`src/mit_pkg.sv`:
```
package mit_pkg;

    localparam int CHANNELS      = 5;
    localparam int CH_W          = 3;
    localparam int TIME_W        = 16;
    localparam int COUNT_W       = 16;
    localparam int DIV_W         = 2;
    localparam int PRE_W         = 3;
    localparam int TICKS_PER_US  = 25;
    localparam int PROD_W        = TIME_W + 8;

    localparam logic [TIME_W-1:0] LIMIT_DIV1 = TIME_W'(2621);
    localparam logic [TIME_W-1:0] LIMIT_DIV2 = TIME_W'(5242);
    localparam logic [TIME_W-1:0] LIMIT_DIV4 = TIME_W'(10485);
    localparam logic [TIME_W-1:0] LIMIT_DIV8 = TIME_W'(20971);

    typedef enum logic [2:0] {
        ACT_TICK  = 3'd0,
        ACT_SET   = 3'd1,
        ACT_START = 3'd2,
        ACT_STOP  = 3'd3,
        ACT_CLEAR = 3'd4
    } action_t;

    typedef struct packed {
        logic               tick;
        logic               set;
        logic [DIV_W-1:0]   div;
        logic [COUNT_W-1:0] compare;
    } chan_ctrl_t;

    function automatic logic [DIV_W-1:0] pick_divider(input logic [TIME_W-1:0] t);
        logic [DIV_W-1:0] d;
        d = '0;
        if (t > LIMIT_DIV1) d = DIV_W'(1);
        if (t > LIMIT_DIV2) d = DIV_W'(2);
        if (t > LIMIT_DIV4) d = DIV_W'(3);
        return d;
    endfunction

    function automatic logic [COUNT_W-1:0] pick_compare(input logic [TIME_W-1:0] t,
                                                        input logic [DIV_W-1:0] d);
        logic [PROD_W-1:0] prod;
        prod = PROD_W'(t) * PROD_W'(TICKS_PER_US);
        return COUNT_W'(prod >> d);
    endfunction

endpackage

```
`src/mit_channel.sv`:
```
module mit_channel
    import mit_pkg::*;
(
    input  logic       aclk,
    input  logic       aresetn,
    input  chan_ctrl_t ctrl,
    output logic       match
);

    logic [COUNT_W-1:0] count_reg, count_next;
    logic [COUNT_W-1:0] compare_reg, compare_next;
    logic [DIV_W-1:0]   div_reg, div_next;
    logic [PRE_W-1:0]   pre_reg, pre_next;
    logic [PRE_W-1:0]   last;

    always_comb begin
        last         = PRE_W'((4'd1 << div_reg) - 4'd1);
        count_next   = count_reg;
        compare_next = compare_reg;
        div_next     = div_reg;
        pre_next     = pre_reg;
        match        = 1'b0;
        if (ctrl.set) begin
            count_next   = '0;
            pre_next     = '0;
            div_next     = ctrl.div;
            compare_next = ctrl.compare;
        end else if (ctrl.tick) begin
            if (pre_reg < last) begin
                pre_next = pre_reg + PRE_W'(1);
            end else begin
                pre_next = '0;
                if (count_reg == compare_reg) begin
                    count_next = '0;
                    match      = 1'b1;
                end else begin
                    count_next = count_reg + COUNT_W'(1);
                end
            end
        end
    end

    always_ff @(posedge aclk) begin
        if (!aresetn) begin
            count_reg   <= '0;
            compare_reg <= '1;
            div_reg     <= '0;
            pre_reg     <= '0;
        end else begin
            count_reg   <= count_next;
            compare_reg <= compare_next;
            div_reg     <= div_next;
            pre_reg     <= pre_next;
        end
    end

endmodule

```
`src/multichannel_interval_timer.sv`:
```
// Five-channel periodic interval timer. Each input transaction carries one action
// (tick, set period, start, stop, clear flag) and yields exactly one result transaction
// with the set status and the flag and run bits after that action. One transaction is
// taken every clock cycle unless a result waits untaken. A transaction accepted into the
// input register passes through the channel logic and lands in the result register once
// that register is free or the result in it is taken. A waiting result holds the input
// register; the input closes only while both registers are full and the result is not taken.
module multichannel_interval_timer
    import mit_pkg::*;
(
    input  logic        aclk,
    input  logic        aresetn,
    input  logic        s_tvalid,
    output logic        s_tready,
    input  logic [23:0] s_tdata,   // action[2:0], channel[5:3], time_us[21:6], zero pad
    output logic        m_tvalid,
    input  logic        m_tready,
    output logic [15:0] m_tdata    // status[0], flags[5:1], running[10:6], zero pad
);

    logic                in_valid_reg;
    logic [2:0]          in_action_reg;
    logic [CH_W-1:0]     in_channel_reg;
    logic [TIME_W-1:0]   in_time_reg;

    logic                out_valid_reg;
    logic                out_status_reg, out_status_next;

    logic [CHANNELS-1:0] run_reg, run_next;
    logic [CHANNELS-1:0] flags_reg, flags_next;
    logic [CHANNELS-1:0] ch_sel;
    logic [CHANNELS-1:0] match_vec;
    logic [CH_W-1:0]     ch;
    logic                advance;
    logic                is_tick;
    logic                is_set;
    logic [DIV_W-1:0]    set_div;
    logic [COUNT_W-1:0]  set_compare;
    chan_ctrl_t          ctrl [CHANNELS];

    assign advance  = in_valid_reg && (!out_valid_reg || m_tready);
    assign s_tready = !in_valid_reg || advance;

    always_ff @(posedge aclk) begin
        if (!aresetn) begin
            in_valid_reg <= 1'b0;
        end else if (s_tready) begin
            in_valid_reg <= s_tvalid;
        end
    end

    always_ff @(posedge aclk) begin
        if (s_tready && s_tvalid) begin
            in_action_reg  <= s_tdata[2:0];
            in_channel_reg <= s_tdata[5:3];
            in_time_reg    <= s_tdata[21:6];
        end
    end

    assign ch          = (in_channel_reg < CH_W'(CHANNELS)) ? in_channel_reg : '0;
    assign ch_sel      = CHANNELS'(1) << ch;
    assign is_tick     = advance && (in_action_reg == ACT_TICK);
    assign is_set      = advance && (in_action_reg == ACT_SET);
    assign set_div     = pick_divider(in_time_reg);
    assign set_compare = pick_compare(in_time_reg, set_div);

    for (genvar i = 0; i < CHANNELS; i++) begin : g_chan
        assign ctrl[i].tick    = is_tick && run_reg[i];
        assign ctrl[i].set     = is_set && ch_sel[i];
        assign ctrl[i].div     = set_div;
        assign ctrl[i].compare = set_compare;

        mit_channel u_channel (
            .aclk    (aclk),
            .aresetn (aresetn),
            .ctrl    (ctrl[i]),
            .match   (match_vec[i])
        );
    end

    always_comb begin
        run_next        = run_reg;
        flags_next      = flags_reg;
        out_status_next = 1'b0;
        unique case (in_action_reg)
            ACT_TICK: begin
                flags_next = flags_reg | match_vec;
            end
            ACT_SET: begin
                run_next        = run_reg & ~ch_sel;
                flags_next      = flags_reg & ~ch_sel;
                out_status_next = (in_time_reg == '0) || (in_time_reg > LIMIT_DIV8);
            end
            ACT_START: begin
                run_next = run_reg | ch_sel;
            end
            ACT_STOP: begin
                run_next = run_reg & ~ch_sel;
            end
            ACT_CLEAR: begin
                flags_next = flags_reg & ~ch_sel;
            end
            default: begin
            end
        endcase
    end

    always_ff @(posedge aclk) begin
        if (!aresetn) begin
            run_reg       <= '0;
            flags_reg     <= '0;
            out_valid_reg <= 1'b0;
        end else begin
            if (advance) begin
                run_reg   <= run_next;
                flags_reg <= flags_next;
            end
            if (advance) begin
                out_valid_reg <= 1'b1;
            end else if (m_tready) begin
                out_valid_reg <= 1'b0;
            end
        end
    end

    always_ff @(posedge aclk) begin
        if (advance) begin
            out_status_reg <= out_status_next;
        end
    end

    assign m_tvalid = out_valid_reg;
    assign m_tdata  = {5'd0, run_reg, flags_reg, out_status_reg};

endmodule

```
`config.mk`:
```
export PLATFORM = sky130hd
export DESIGN_NAME = multichannel_interval_timer
export DESIGN_NICKNAME = d
export VERILOG_FILES = /design/src/mit_pkg.sv /design/src/mit_channel.sv /design/src/multichannel_interval_timer.sv
export SDC_FILE = /design/constraint.sdc
export NUM_CORES = 1
export LEC_CHECK = 0
export BUFFER_PORTS_ARGS = -buffer_cell sky130_fd_sc_hd__buf_2
export CAP_MARGIN = 20
export CORE_MARGIN = 5
export CORE_UTILIZATION = 39
export CTS_CLUSTER_SIZE = 8
export DETAILED_ROUTE_END_ITERATION = 8
export GPL_ROUTABILITY_DRIVEN = 1
export PLACE_DENSITY = 0.53
export SKIP_LAST_GASP = 1
export SLEW_MARGIN = 20
export SYNTH_ARGS = -nofsm -noshare
export SYNTH_HDL_FRONTEND = slang
export SYNTH_HIERARCHICAL = 1
export SYNTH_SLANG_ARGS = --single-unit
```
`constraint.sdc`:
```
create_clock -name aclk -period 4.3 [get_ports aclk]
set_input_delay 0.215 -clock aclk [delete_from_list [all_inputs] [get_ports aclk]]
set_output_delay 0.215 -clock aclk [all_outputs]
set_load 0.005 [all_outputs]
```
==> results.tsv <==
metric	value	unit
status	finished clean	
min_from	aresetn	
grt_util_met1	0.2245	
synth-seq-cells	220	
grt_max_degree	67	
rows	67	
grt_pass1_vias	9717	
place.gp.congestion	0.8847	
holdWs	200.9	ps
dp_hpwl	23270	um
top_usage_layer	met2	
slowest_delay	490	ps
startpoint	in_time_reg[11]$_DFFE_PP_	
start_kind	flop	
drcViolationCount	0	
final_antenna_net_count	0	
p_switching	1765	uW
fin_area	15310	um2
grt_pass1_wl	52400	um
synth_edf_count	23	
cts_buffers	34	
period_needed	4051	ps
route.vias.total	9575	
power_frac_seq	0.362	
ioPinCount	46	
cp_common_cell	ha_1	
clockBufferDepth	3	
clk-insertion-delay-late	510	ps
crit_type	reg -> reg	
fin_util	0.4544	
drtIter0Drc	372	
place_area	14060	um2
power_per_cell_area	383.5	nW/um2
grt_use_met2	0.2842	
final_common_cell	dfxtp_1	
synth_ff_type	dfxtp_1	
initial_utilization	0.3976	
worstPathArrival	4410	ps
drive_above_1_share	0.1849	
end_kind	flop	
cts-root-buf	clkbuf_16	
grt_overflow_total	0	
htreeDepth	2	
crit_fanout	10	
grtUsageTotal	0.1684	
p_int	4108	uW
crit_required	4660	ps
setup_viol	0	
nets	1560	
slew_viol_final	0	
most-common-layout-cells	197 x dfxtp_1, 127 x nand2_1, 124 x xor2_1, 124 x mux2i_1, 92 x ha_1	
dieArea	38160	um2
cts_tree	done	
syn_avg_cell_area	9.918	um2
netlist_area	13400	um2
routedWlPerCell	17.09	um
p_leak	0.005986	uW
io_buffer_count	38	
drtPass1Iterations	5	
hold_viol	0	
crit_chain	inv_1 > ha_1 > ha_1 > fa_1 > ha_1 > mux2_2 > a311oi_1 > o211ai_1 > mux2i_1 > mux2i_2 > mux2i_1 > nand2_1	
area_growth	14.30	%
rsz0062_at_grt	false	
finClkSkew	15.71	ps
worstMarginPinSlew	780.1	ps
synthCells	1351	
rr_startpoint	in_time_reg[11]$_DFFE_PP_	
antenna_found_initial	0	
max-cap-violations	0	
path_clk_slew	50	ps
viasPerCell	5.074	
period_share	0.9421	
grtUsageMet3	0.02671	
swShare	0.3005	
slew-limit-headroom	0.4798	
die_w	195.4	um
peakVddDrop	291.8	uV
yosys_warnings	6	
hold_path_class	in -> reg	
ys_seq_area_frac	0.3459	
max_freq	246.8	MHz
synth_cell_types	71	
cts_sinks	220	
die_y	195.4	um
crit_slowest_cell	edfxtp_1	
power_frac_clock	0.420	
routed_wirelength	32250	um
core	33700	um2
diodes	0	
combPwrFrac	0.218	
synthArstFlopShare	0	
==> path summary, 6_finish.rpt <==
kind / endpoint / slack [ps] / cells past startpoint
worst max-delay path: g_chan[2].u_channel/compare_reg[11]$_SDFFE_PN1P_ / 250 / 12
worst min-delay path: g_chan[1].u_channel/compare_reg[11]$_SDFFE_PN1P_ / 200 / 2
worst max register to register: g_chan[2].u_channel/compare_reg[11]$_SDFFE_PN1P_ / 250 / 12
worst min register to register: g_chan[2].u_channel/compare_reg[0]$_SDFFE_PN1P_ / 490 / 2
==> power groups by stage <==
stage | registers [uW] | logic [uW] | clock network [uW]
after floorplan | 2160 | 715 | 0
after global placement | 2160 | 1230 | 0
after detailed placement | 2160 | 1240 | 0
after CTS | 2120 | 1260 | 2550
after global routing | 2120 | 1390 | 2650
final | 2120 | 1280 | 2470
==> routing by layer <==
layer  part of all wire  vias to the layer above
li1                   -                     4864
met1               0.47                     4538
met2               0.47                      122
met3              0.031                       51
met4              0.023                        0
met5                  0                        -
==> Yosys cell counts, types with 6 or more instances <==
| cell type | instances | share of area |
|---|---|---|
| nor2b_1 | 20 | 0.0093 |
| nand4b_1 | 6 | 0.0039 |
| a31oi_1 | 6 | 0.0028 |
| mux2i_1 | 126 | 0.094 |
| and4_1 | 15 | 0.0098 |
| xnor2_1 | 27 | 0.018 |
| and2_1 | 15 | 0.0070 |
| a211o_1 | 7 | 0.0046 |
| o21ai_2 | 7 | 0.0046 |
| dfxtp_1 | 197 | 0.29 |
| and3_1 | 13 | 0.0061 |
| ha_1 | 92 | 0.086 |
| edfxtp_1 | 23 | 0.052 |
| clkbuf_1 | 15 | 0.0042 |
| buf_4 | 12 | 0.0067 |
| nand3_1 | 56 | 0.021 |
| a21oi_1 | 33 | 0.012 |
| nand4_1 | 48 | 0.022 |
| or3_1 | 10 | 0.0047 |
| nand3b_1 | 7 | 0.0039 |
| nand2_1 | 127 | 0.036 |
| xor2_1 | 124 | 0.081 |
| fa_1 | 11 | 0.016 |
| nor2_1 | 55 | 0.015 |
| nor3_1 | 27 | 0.010 |
| nor4_4 | 15 | 0.024 |
| buf_6 | 12 | 0.010 |
| o21bai_1 | 8 | 0.0045 |
| o21ai_0 | 16 | 0.0060 |
| inv_1 | 38 | 0.011 |
| buf_2 | 12 | 0.0045 |
| nor4_2 | 6 | 0.0056 |
| nand2b_1 | 10 | 0.0047 |
| xor2_2 | 15 | 0.018 |
| nor2_2 | 51 | 0.024 |
==> logic make-up (layout without fill, tap and decap cells) <==
kind of cell    count (synthesis)  in the layout  synth area share
buf+inv                        95            179           0.03801
simple gates                  515            515            0.2317
mux                           127            127           0.09497
other cells                     1              5         0.0002799
fa+ha+maj                     103            103            0.1023
flops                         220            220            0.3459
compound gates                124            124           0.06994
xor+xnor                      166            166            0.1169
==> worst max-delay path, delay by kind of cell (launching register included) <==
family | cells | cell delay [ps]
AO/OA/AOI/OAI | 2 | 450
adder cells (fa/ha/maj) | 4 | 1570
buffers and inverters | 1 | 140
flip-flops | 1 | 490
multiplexers | 4 | 1200
AND/OR/NAND/NOR | 1 | 70
==> repair_timing <==
action	4_1_cts	5_1_grt
gates resized for setup	1	5
endpoints found under the hold margin	24	0
hold buffers	24	0
setup endpoints to repair	5	25
setup buffers	0	0
pin swaps	0	0
==> cell type report <==
type	instances	area, um2
clock buffers	43	947.2
clock inverters	3	33.78
fillers	3216	18390
inverters	39	148.9
multi-input cells	1040	8317
flip-flops and latches	220	4634
well taps	448	560.5
repair buffers	94	673.1
==> through the flow <==
| step | total power (uW) | instances | setup WS (ps) | setup TNS [ps] |
|---|---|---|---|---|
| global route | 6156 | 1887 | 3.408 | 0 |
| CTS | 5939 | 1887 | 95.91 | 0 |
| detailed placement | 3402 | 1817 | -9.269 | -10.32 |
| global placement | 3395 | 1817 | 139.7 | 0 |
| finish | 5873 | 1887 | 248.9 | 0 |
| floorplan | 2874 | 1355 | 611.2 | 0 |
Power figures use the tool's default switching activity.
